===== src/hw/rtl/fpa_pkg.sv =====
// Package: opcodes, status codes and defaults for the fixed-point ALU
`timescale 1ns / 1ps
`default_nettype none
package fpa_pkg;
  localparam int FRAC_BITS_DEFAULT = 8;
  localparam int DATA_W = 32;

  typedef enum logic [3:0] {
    OP_ADD = 4'd0, OP_SUB = 4'd1, OP_MUL = 4'd2, OP_DIV = 4'd3,
    OP_GT = 4'd4, OP_LT = 4'd5, OP_GE = 4'd6, OP_LE = 4'd7,
    OP_EQ = 4'd8, OP_NE = 4'd9, OP_INC = 4'd10, OP_DEC = 4'd11,
    OP_MIN = 4'd12, OP_MAX = 4'd13, OP_FROM_INT = 4'd14, OP_TO_INT = 4'd15
  } opcode_t;

  typedef enum logic [1:0] {
    ST_OK = 2'd0, ST_OVF = 2'd1, ST_DIV0 = 2'd2
  } status_t;

  // Result of one operation
  typedef struct packed {
    logic [DATA_W-1:0] res;
    logic              cmp;
    status_t           st;
  } res_t;
endpackage
`default_nettype wire


===== src/hw/rtl/fpa_mul.sv =====
// Pipelined signed multiply with rounding half away from zero
`timescale 1ns / 1ps
`default_nettype none
module fpa_mul #(
  parameter int FRAC_BITS = fpa_pkg::FRAC_BITS_DEFAULT
) (
  input  wire                        clk,
  input  wire                        rst,
  input  wire                        in_valid,
  input  wire signed [31:0]          a,
  input  wire signed [31:0]          b,
  output logic                       out_valid,
  output fpa_pkg::res_t              res
);
  import fpa_pkg::*;
  logic        v1, v2;
  logic        neg1, neg2;
  logic [31:0] ma, mb;
  logic [63:0] prod;
  logic [63:0] rnd;
  logic [63:0] qmag;

  always_ff @(posedge clk) begin
    if (rst) begin
      v1 <= 1'b0;
      v2 <= 1'b0;
    end else begin
      v1 <= in_valid;
      v2 <= v1;
    end
    ma   <= a[31] ? 32'(-a) : a;
    mb   <= b[31] ? 32'(-b) : b;
    neg1 <= (a[31] ^ b[31]) && a != '0 && b != '0;
    prod <= ma * mb;
    neg2 <= neg1;
  end

  assign rnd  = prod + (64'd1 << (FRAC_BITS - 1));
  assign qmag = rnd >> FRAC_BITS;

  always_comb begin
    res.cmp = 1'b0;
    res.st  = ST_OK;
    if (neg2) begin
      if (qmag > 64'h8000_0000) begin
        res.res = 32'h8000_0000;
        res.st  = ST_OVF;
      end else begin
        res.res = 32'(-qmag);
      end
    end else if (qmag > 64'h7FFF_FFFF) begin
      res.res = 32'h7FFF_FFFF;
      res.st  = ST_OVF;
    end else begin
      res.res = qmag[31:0];
    end
  end

  assign out_valid = v2;
endmodule
`default_nettype wire


===== config.mk =====
export PLATFORM = sky130hd
export DESIGN_NAME = fpa_mul
export DESIGN_NICKNAME = d
export VERILOG_FILES = /design/src/hw/rtl/fpa_pkg.sv /design/src/hw/rtl/fpa_mul.sv
export SDC_FILE = /design/constraint.sdc
export NUM_CORES = 2
export LEC_CHECK = 0
export BUFFER_PORTS_ARGS = -buffer_cell sky130_fd_sc_hd__buf_2
export CAP_MARGIN = 20
export CORE_MARGIN = 8
export CORE_UTILIZATION = 37
export CTS_CLUSTER_DIAMETER = 50
export CTS_CLUSTER_SIZE = 20
export DETAILED_ROUTE_END_ITERATION = 6
export SLEW_MARGIN = 25
export SYNTH_ARGS = -nofsm -noshare
export SYNTH_HDL_FRONTEND = slang
export SYNTH_SLANG_ARGS = --single-unit

===== constraint.sdc =====
create_clock -name clk -period 9 [get_ports clk]
set_input_delay 1.35 -clock clk [delete_from_list [all_inputs] [get_ports clk]]
set_output_delay 1.35 -clock clk [all_outputs]
set_load 0.03 [all_outputs]

== Word-level counts from Yosys, hierarchy flattened ==
Index checks and enable logic that the tools add are counted.
W data, S select, Z words.

* Input port bits: 67
* Register bits: 132
* Output and inout port bits: 36

* Muxes and demuxes: 8
* Bitwise gates (word level): 1
* Multipliers: 1
* $lt $le $gt $ge: 2
* Add/sub/neg operators: 4
* Reduce and logical (&&, ||, !) cells: 4

{| class="wikitable"
|+ Operator list
! kind !! number
|-
| $mux W32 || 3
|-
| $neg A32 Y32 || 3
|-
| $add A64 B8 Y64 const B || 1
|-
| $mul A32 B32 Y64 || 1
|-
| $reduce_bool A32 Y1 || 2
|-
| $mux W31 || 2
|-
| $gt A56 B31 Y1 const B || 1
|-
| $gt A56 B32 Y1 const B || 1
|-
| $logic_and A1 B1 Y1 || 2
|-
| $mux W1 || 2
|-
| $mux W2 || 1
|-
| $xor A1 B1 Y1 || 1
|}

== Logic depth before layout (Yosys ltp) ==
* Depth after elaboration: 4
* Mapped depth: 28
* Mapped depth without buffers: 27

== Worst setup path after synthesis ==
OpenSTA, ideal clock, no wires.

* Path kind: register -> register
* From: register mb[11]
* To: register prod[60]
* Library setup time: 0.140 ns
* Period minus slack after synthesis: 7.740 ns
* Cell stages (with the launch flop): 27
* Required time: 8.860 ns
* Arrival: 7.600 ns
* Buffers on the path: 1
* Slack: 1.260 ns
* Path through: dfxtp_1 > clkbuf_1 > nand2_1 > fa_1 > inv_1 > fa_1 > inv_1 > fa_1 > inv_1 > fa_1 > inv_1 > fa_1 > inv_1 > fa_1 > fa_1 > inv_1 > fa_1 > inv_1 > ha_1 > a21o_1 > o2bb2ai_1 > o311ai_0 > nand4_1 > o41ai_1 > o21ai_0 > a311oi_1 > a211oi_1

* Word-level cells in the longest chain between the ends: 1

{| class="wikitable"
|+ Ends and longest elaborated chain
! item !! RTL line !! source
|-
| start, declared || fpa_mul.sv:18 || <nowiki>logic [31:0] ma, mb;</nowiki>
|-
| start signal, assigned || fpa_mul.sv:32 || <nowiki>mb <= b[31] ? 32'(-b) : b;</nowiki>
|-
| $mul A32 B32 Y64 || fpa_mul.sv:34 || <nowiki>prod <= ma * mb;</nowiki>
|-
| end signal, assigned || fpa_mul.sv:34 ||
|-
| end, declared || fpa_mul.sv:19 || <nowiki>logic [63:0] prod;</nowiki>
|}

Every way passes these cells.
A chain may end at the register's enable or synchronous reset.

== Worst setup path in the final report ==
* From: register ma[5]
* To: register prod[56]

* Word-level cells in the longest chain between the ends: 1

{| class="wikitable"
|+ Ends and longest elaborated chain
! item !! RTL line !! source
|-
| start, declared || fpa_mul.sv:18 ||
|-
| start signal, assigned || fpa_mul.sv:31 || <nowiki>ma <= a[31] ? 32'(-a) : a;</nowiki>
|-
| $mul A32 B32 Y64 || fpa_mul.sv:34 ||
|}

Every way passes these cells.

==> summary.md <==
| Metric | Value |
|---|---|
| Final instance area | `0.0421 sq mm` |
| CTS clk-pin slew, worst paths | `0.06 ns` |
| Final max-slew violation count | `0` |
| CP most frequent cell | `fa_1` |
| Rows | `119` |
| Mapped Avg Cell Area | `9.04 sq um` |
| Mapped Cells | `4354` |
| Worst hold path type | `register to register` |
| Post-route ant nets | `0` |
| Clk root buf | `clkbuf_16` |
| Most common flop cell mapped by yosys | `dfxtp_1` |
| Top cell type by total area after synthesis | `fa_1` |
| Port buffer count | `100` |
| Yosys top cell area share | `45.5%` |
| Hold Violations, Final | `0` |
| 1st-pass router iterations | `6` |
| Gr ovfl total | `0` |
| Number of flops mapped to enable cells by yosys | `0` |
| Top-Level Pins | `103` |
| DR vias/cell | `5.08` |
| Count leader, synth | `inv_1` |
| Max cap viols | `0` |
| Largest net degree at the start of global routing | `35` |
| Worst r2r src | `ma[5]` |
| Worst slew pin tran | `1.11 ns` |
| Seq/Total Area, Yosys | `6.36%` |
| Tmin final | `8.60 ns` |
| Count of cell types in the netlist | `80` |
| CP Capture Type | `register` |
| Ys Warns | `0` |
| Max Fclk | `116 MHz` |
| Critical Path Start Type | `register` |
| H-tree Lvls | `4` |
| Crit path kind | `register to register` |
| Per-cell routed wire length | `19.0 um` |
| Crit path max-delay family | `adder cells` |
| CP Launch Point | `ma[5]` |
| First-pass GRT wire length | `176 mm` |
| Most instantiated cells after synthesis | `916 x inv_1, 895 x fa_1, 592 x and2_1` |
| Initial antenna violation count | `2` |
| CTS tree | `done` |
| Hold buffers post-CTS | `0` |
| Util after Layout | `40.0%` |
| Max-slew headroom | `26.1%` |
| Max FO, Critical Path | `17` |
| Fraction of registers with async set/reset | `0%` |
| Max Root-Sink Buffers | `2` |
| Max stage delay on crit path | `1.05 ns` |
| Vias in the first global route | `31396` |
| Setup_tns | `0 ns` |
| Vias | `29189` |
| #FFs+latches synth | `125` |
| TritonCTS Buffers | `17` |
| Cell area after synthesis | `0.0393 sq mm` |
| Final HPWL DP | `90.6 mm` |
| Critical-path top delay cell | `dfxtp_1` |
| Post-CTS setup buffers | `0` |
| DR iter-0 viols | `1774` |
| Clk_skew | `0.0136 ns` |
| Setup-failing EPs final | `0` |
| DR DRC count | `0` |
| Status | `completed` |
| CP arrival | `8.92 ns` |
| Worst Hold Launch | `v1` |
| Die width | `342 um` |
| Total track usage | `19.0%` |
| Placed Area | `0.0415 sq mm` |
| Die Ht | `342 um` |
| Synth area leaders | `fa_1 46%, and2_1 9.4%, inv_1 8.7%` |
| Final wirelength | `109 mm` |
| Total Nets Final | `5571` |
| Worst Path Buf+Inv | `6` |
| Full die area | `0.117 sq mm` |
| Clk Latency, worst-skew pair | `0.47 ns` |
| Unrepaired setup endpoints after global routing | `false` |
| Post_cts resized | `0` |
| Placer Congestion | `0.868` |
| Placeable core region | `0.105 sq mm` |
| Clk sinks | `125` |
| Effective utilization at floorplan | `37.3%` |
| Area Growth Syn to Fin | `7.04%` |
| Worst Path Required | `9.32 ns` |
| Period utilization | `95.5%` |
| Layout cell share with drive strength beyond 1 | `6.20%` |
## sequential cells by signal (all words and copies together) (netlist names)
signal	flops
prod	57
ma	32
mb	32
neg1	1
neg2	1
out_valid	1
v1	1
## metal layers
layer  track usage (%)  part of all wire, %  up-vias
met1              26.1                   45    14921
li1                  -                    -    13095
met2              30.3                   46     1000
met5                 0                    0        -
met3              3.90                  7.2      173
met4              5.08                  2.4        0
## per-stage QoR
| stage | hold WS [ns] | instances | setup slack (ns) |
|---|---|---|---|
| 6_report | 0.449 | 5750 | 0.404 |
| 3_5_place_dp | 0.427 | 5716 | 0.372 |
| 4_1_cts | 0.455 | 5748 | 0.333 |
| 5_1_grt | 0.462 | 5748 | 0.0441 |
| 2_1_floorplan | 0.310 | 4355 | 1.26 |
| 3_3_place_gp | 0.421 | 5716 | 0.419 |
## cells by family (layout without fill, tap and decap cells)
family / Yosys count / in the layout / share of synthesized area [%]
other cells: 1 / 4 / 0.00953
simple gates: 1467 / 1467 / 19.7
xor+xnor: 163 / 163 / 3.63
fa+ha+maj: 1160 / 1160 / 54.0
mux: 7 / 7 / 0.184
compound gates: 281 / 281 / 5.06
buf+inv: 1150 / 1152 / 11.0
flops: 125 / 125 / 6.36
## layout by cell type, fill, tap and decap left out, drive strengths merged, types with 7 or more instances in the layout
cell type	n
xor2	46
or2	10
a21o	21
a211oi	20
nand4	47
or4	18
a21oi	52
and3	22
nor3	47
nor4	20
dfxtp	125
o31ai	18
xnor2	117
inv	916
nor4b	8
o41ai	9
or3	18
a311oi	8
clkbuf	22
fa	895
a31oi	11
nand2	525
nor2b	7
and4	13
nor2	61
buf	204
nand2b	13
ha	265
o21a	10
a2111oi	14
nor3b	9
nand3	42
o21ai	44
o21bai	10
and2	593
a221oi	13
## area by class of cell
type | count | area, sq um
clock buffers | 22 | 474
fillers | 10552 | 63300
clock inverters | 10 | 114
inverters | 916 | 3440
multi-input cells | 3080 | 32500
well taps | 1391 | 1740
flip-flops and latches | 125 | 2510
diodes | 2 | 5.00
repair buffers | 204 | 1320
## path summary, 6_finish.rpt
kind                            cells after the start  slack [ns]         to
worst max-delay path                               25        0.40   prod[56]
worst min-delay path                                1        0.45  out_valid
worst max register to register                     25        0.40   prod[56]
worst min register to register                      1        0.45  out_valid
Power is not shown: default switching activity piles up to over one toggle a cycle in this logic, so the estimate is an artifact.
