[src/hw/rtl/fpa_pkg.sv]
// Package: opcodes, status codes and defaults for the fixed-point ALU
`timescale 1ns / 1ps
`default_nettype none
package fpa_pkg;
  localparam int FRAC_BITS_DEFAULT = 8;
  localparam int DATA_W = 32;

  typedef enum logic [3:0] {
    OP_ADD = 4'd0, OP_SUB = 4'd1, OP_MUL = 4'd2, OP_DIV = 4'd3,
    OP_GT = 4'd4, OP_LT = 4'd5, OP_GE = 4'd6, OP_LE = 4'd7,
    OP_EQ = 4'd8, OP_NE = 4'd9, OP_INC = 4'd10, OP_DEC = 4'd11,
    OP_MIN = 4'd12, OP_MAX = 4'd13, OP_FROM_INT = 4'd14, OP_TO_INT = 4'd15
  } opcode_t;

  typedef enum logic [1:0] {
    ST_OK = 2'd0, ST_OVF = 2'd1, ST_DIV0 = 2'd2
  } status_t;

  // Result of one operation
  typedef struct packed {
    logic [DATA_W-1:0] res;
    logic              cmp;
    status_t           st;
  } res_t;
endpackage
`default_nettype wire

[src/hw/rtl/fpa_simple.sv]
// Add, subtract, increment, decrement, compare, min/max and conversions, registered
`timescale 1ns / 1ps
`default_nettype none
module fpa_simple #(
  parameter int FRAC_BITS = fpa_pkg::FRAC_BITS_DEFAULT
) (
  input  wire                clk,
  input  wire [3:0]          opcode,
  input  wire signed [31:0]  a,
  input  wire signed [31:0]  b,
  output fpa_pkg::res_t      res
);
  import fpa_pkg::*;
  logic signed [33:0] sum;
  logic signed [33:0] sh;
  logic signed [31:0] tr;
  logic [31:0]        bias;
  res_t               nxt;

  assign bias = (32'd1 << FRAC_BITS) - 32'd1;

  always_comb begin
    nxt.res = '0;
    nxt.cmp = 1'b0;
    nxt.st  = ST_OK;
    sum = '0;
    case (opcode_t'(opcode))
      OP_ADD: sum = 34'(a) + 34'(b);
      OP_SUB: sum = 34'(a) - 34'(b);
      OP_INC: sum = 34'(a) + 34'sd1;
      OP_DEC: sum = 34'(a) - 34'sd1;
      default: sum = '0;
    endcase
    sh = '0;
    tr = a[31] ? 32'(a + $signed(bias)) : a;
    case (opcode_t'(opcode))
      OP_ADD, OP_SUB, OP_INC, OP_DEC: begin
        if (sum > 34'sh0_7FFF_FFFF) begin
          nxt.res = 32'h7FFF_FFFF;
          nxt.st  = ST_OVF;
        end else if (sum < -34'sh0_8000_0000) begin
          nxt.res = 32'h8000_0000;
          nxt.st  = ST_OVF;
        end else begin
          nxt.res = sum[31:0];
        end
      end
      OP_GT: nxt.cmp = a > b;
      OP_LT: nxt.cmp = a < b;
      OP_GE: nxt.cmp = a >= b;
      OP_LE: nxt.cmp = a <= b;
      OP_EQ: nxt.cmp = a == b;
      OP_NE: nxt.cmp = a != b;
      OP_MIN: nxt.res = (a < b) ? a : b;
      OP_MAX: nxt.res = (a > b) ? a : b;
      OP_FROM_INT: begin
        // overflow when the bits shifted out differ from the sign
        sh = 34'(a >>> (31 - FRAC_BITS));
        if (!a[31] && sh != '0) begin
          nxt.res = 32'h7FFF_FFFF;
          nxt.st  = ST_OVF;
        end else if (a[31] && sh != '1) begin
          nxt.res = 32'h8000_0000;
          nxt.st  = ST_OVF;
        end else begin
          nxt.res = 32'(a <<< FRAC_BITS);
        end
      end
      OP_TO_INT: nxt.res = 32'(tr >>> FRAC_BITS);
      default: nxt.res = '0;
    endcase
  end

  always_ff @(posedge clk) begin
    res <= nxt;
  end
endmodule
`default_nettype wire

[config.mk]
export PLATFORM = sky130hd
export DESIGN_NAME = fpa_simple
export DESIGN_NICKNAME = d
export VERILOG_FILES = /design/src/hw/rtl/fpa_pkg.sv /design/src/hw/rtl/fpa_simple.sv
export SDC_FILE = /design/constraint.sdc
export NUM_CORES = 1
export LEC_CHECK = 0
export BUFFER_PORTS_ARGS = -buffer_cell sky130_fd_sc_hd__buf_2
export CAP_MARGIN = 40
export CORE_UTILIZATION = 55
export CTS_CLUSTER_SIZE = 25
export DETAILED_ROUTE_END_ITERATION = 8
export PLACE_DENSITY = 0.77
export SYNTH_ARGS = -nofsm -noshare
export SYNTH_HDL_FRONTEND = slang
export SYNTH_SLANG_ARGS = --single-unit
[constraint.sdc]
create_clock -name clk -period 5.71 [get_ports clk]
set_input_delay 0.8565 -clock clk [delete_from_list [all_inputs] [get_ports clk]]
set_output_delay 0.8565 -clock clk [all_outputs]
set_load 0.02 [all_outputs]
* Word-level counts from Yosys, hierarchy flattened
Cells that the tools add are included.
** Storage, ports and cells
- Register bits after elaboration :: 35
- Input port bits :: 69
** Cells by class
- Add/subtract/negate cells :: 5
- Order comparisons :: 6
- Eq/ne operators :: 16
- Multiplexer cells :: 15
- Reduce and logical (&&, ||, !) cells :: 6
** Operators with widths (number)
- $mux 32 :: 7
- $pmux 32 s5 :: 1
- $pmux 34 s4 :: 1
- $gt 34x32->1 const B :: 1
- $lt 34x32->1 const B :: 1
- $ne 34x34->1 const B :: 1
- $reduce_bool 34->1 :: 1
- $add 32x2->33 const B :: 1
- $add 32x32->33 :: 1
- $sub 32x2->33 const B :: 1
- $sub 32x32->33 :: 1
- $add 32x9->32 const B :: 1
- $eq 32x32->1 :: 1
- $eq 4x4->1 const B :: 8
- $ge 32x32->1 :: 1
- $gt 32x32->1 :: 1
- $le 32x32->1 :: 1
- $lt 32x32->1 :: 1
- $ne 32x32->1 :: 1
- $eq 4x3->1 const B :: 4
- $pmux 1 s6 :: 1
- $eq 4x1->1 const B :: 1
- $logic_not 4->1 :: 1
- $mux 1 :: 4
- 4 further kinds :: 5

* Logic depth before layout (Yosys ltp)
- Depth in word-level cells :: 6
- Gate-level depth with buffers :: 21
- Depth with buffers taken out :: 20

* Worst setup path before layout
No wires, ideal clock.
- Kind :: input-to-reg
- Start point :: input port b[1]
- End point :: register res[13] (netlist bit)
- Data arrival time :: 4951 ps
- Data required time :: 5588 ps
- Slack :: 637 ps
- Cell stages on the path :: 21
- Buffers on the path :: 1
- Cells stage by stage :: inv_1 -> nand3_1 -> or4_1 -> nand3b_1 -> or3_1 -> nor2_1 -> nand2_1 -> xnor2_1 -> a21oi_1 -> ha_1 -> a21o_1 -> or3_1 -> a31oi_1 -> o22ai_1 -> a31oi_1 -> xor2_1 -> a21oi_2 -> nand2_4 -> buf_6 -> o221ai_1 -> a221o_1
** RTL lines
- from (decl) :: line fpa_simple.sv:10 : input wire signed [31:0] b,
- to (signal assigned) :: line fpa_simple.sv:75 : res <= nxt;
- to (decl) :: line fpa_simple.sv:11 : output fpa_pkg::res_t res

==> impl_metrics.tcl <==
set metrics [dict create \
    outcome "finished clean" \
    die_h_um 120 \
    drt_iter0_drc 1280 \
    ios 104 \
    final_cell_mix "a21oi_1, nand2_1, buf_2, o21ai_0, xnor2_1" \
    leakage_uw 0.00367 \
    tns_ns 0 \
    setup_viol 0 \
    critical_path_class "in -> reg" \
    crit_arrival_ns 5.61 \
    drt-total-wl_um 31900 \
    finalHoldViolCount 0 \
    path_clk_slew_ns 0.06 \
    startpoint_type "input pin" \
    finalNetCount 1327 \
    initial_utilization 0.569 \
    drive_gt1_frac 0.155 \
    worst_slew_pin_slew_ns 0.822 \
    required_ns 5.89 \
    ys_ff_latch 34 \
    first_pass_iters 6 \
    grt_max_degree 31 \
    min_path_type "in -> reg" \
    netlist_top_cells_area "ha_1, dfxtp_1, xnor2_1, a21oi_1, o21ai_0" \
    syn_area_per_cell_um2 6.92 \
    die_width_um 120 \
    gp_congestion 1.07 \
    viasPerCell 7.00 \
    diodes 0 \
    postSynthCellCount 1102 \
    largest_register "res" \
    synth_flop_cell "dfxtp_1" \
    fmax_ghz 0.184 \
    cts_tree "yes" \
    max_slew_margin 0.448 \
    power_density_nw_per_um2 185 \
    final_common_cell "a21oi_1" \
    totalPowerFinal_uw 1600 \
    synth_edf_count 0 \
    cts_resized 0 \
    cts_buffers 5 \
    h-tree-depth 2 \
    antenna_left 0 \
    overflow 0 \
    post_cts_buffers 0 \
    vdd_drop_max_mv 0.100 \
    hpwl_um 24400 \
    vias 9573 \
    yosysWarnings 0 \
    antenna_found_initial 0 \
    grt_pass1_wl_um 48400 \
    yosys.area.top_type_share 0.107 \
    crit_start "b[0]" \
    holdBufCountCts 0 \
    finalCriticalPeriod_ns 5.43 \
    grt_pass1_vias 8769 \
    largest_register_ffs 34 \
    synth_nets 1238 \
    endpoint_kind "flop" \
    port_buffers 102 \
    final_max_slew_viol_count 0 \
    seq_area_frac_synth 0.0893 \
    std_cell_rows 42 \
    die_area_um2 14300 \
    drv_cap 0 \
    syn-cell-area_um2 7620 \
    syn_to_final_growth_pct 12.8 \
    cts_buffer_depth 2 \
    core_um2 13400 \
    rsz0062_at_grt "false" \
    setup.worst_path.end "res[11]$_DFF_P_" \
    avgRoutedWirePerCell_um 23.3 \
    timing.final.crit_share 0.951 \
    crit_fanout 25 \
    gr-usage-all-layers 0.436 \
    cts-root-buf "clkbuf_16" \
    drc_errors 0 \
    synth_largest_area_cell "ha_1" \
    yosysUniqueCellTypes 87 \
    cts_sinks 34 \
    synthArstFlopShare 0 \
    largest_registers "res: 34 flops" \
]
==> power breakdown <==
part           internal (uW)  total, uW  leakage (uW)  switching [uW]
logic                    373       1020       0.00332             644
clock network            173        292     0.0000739             119
registers                273        286      0.000281            12.9
total                    819       1600       0.00367             776
==> cell families (layout without fill, tap and decap cells) <==
kind of cell / after synthesis / in the layout / share of synthesized area
compound gates: 428 / 428 / 0.372
flops: 34 / 34 / 0.0893
buf+inv: 120 / 210 / 0.0655
mux: 2 / 2 / 0.00263
fa+ha+maj: 67 / 67 / 0.112
xor+xnor: 111 / 111 / 0.128
simple gates: 339 / 339 / 0.231
other cells: 1 / 1 / 0.000492
==> per-layer routing <==
layer | vias to the layer above | GRT usage | part of all wire
li1 | 4336 | - | -
met3 | 126 | 0.156 | 0.16
met2 | 755 | 0.627 | 0.40
met4 | 0 | 0.193 | 0.046
met1 | 4356 | 0.577 | 0.39
met5 | - | 0 | 0
==> cell usage after synthesis, types with 13 or more instances <==
cell	number
xor2_1	35
nand2_1	105
a21o_1	28
a221o_1	21
dfxtp_1	34
nor3_1	38
xnor2_1	76
nand4_1	22
inv_1	50
nand3_1	25
nor2_1	58
ha_1	65
nor4_1	14
a21oi_1	127
o221ai_1	41
o21ai_0	82
clkbuf_1	46
o211ai_1	13
==> area by class of cell <==
cell class | instances | area [um^2]
multi-input cells | 948 | 6470
clock inverters | 1 | 5.00
well taps | 176 | 220
inverters | 55 | 206
flip-flops and latches | 34 | 681
fillers | 1267 | 4800
repair buffers | 147 | 880
clock buffers | 7 | 143
==> per-stage QoR <==
step | utilization | hold slack, ns | cells | setup slack [ns] | area [um^2]
3_3_place_gp | 0.628 | 1.13 | 1357 | 0.174 | 8410
5_1_grt | 0.642 | 0.891 | 1368 | 0.123 | 8600
3_5_place_dp | 0.631 | 1.15 | 1360 | 0.122 | 8450
4_1_cts | 0.642 | 0.860 | 1368 | 0.384 | 8600
2_1_floorplan | - | 0.997 | 1102 | 0.637 | 7620
6_report | 0.642 | 0.864 | 1368 | 0.281 | 8600
==> critical path, stage by stage <==
cell      delay (ns)
buf_2           0.12
inv_1           0.11
nand3_1         0.14
or4_1           0.51
nand3b_1        0.26
or3_1           0.44
nor3_1          0.19
xnor2_1         0.15
a21oi_1         0.10
ha_1            0.33
nand2_1         0.12
nor4_1          0.45
nand2_1         0.09
a21oi_1         0.26
o21ai_0         0.18
xnor2_1         0.16
a22o_1          0.24
nand2_4         0.30
o221ai_1        0.20
a221o_1         0.39
==> worst min path at each step <==
| stage | cells past startpoint | endpoint | slack [ns] | startpoint |
|---|---|---|---|---|
| after floorplan | 2 | res[30]$_DFF_P_ | 1.0 | b[27] |
| after global placement | 3 | res[32]$_DFF_P_ | 1.13 | b[29] |
| after detailed placement | 3 | res[32]$_DFF_P_ | 1.15 | b[29] |
| after CTS | 3 | res[32]$_DFF_P_ | 0.86 | b[29] |
| after global routing | 3 | res[32]$_DFF_P_ | 0.89 | b[29] |
| final | 3 | res[32]$_DFF_P_ | 0.86 | b[29] |
No activity file was read; power rests on OpenSTA's default activity.
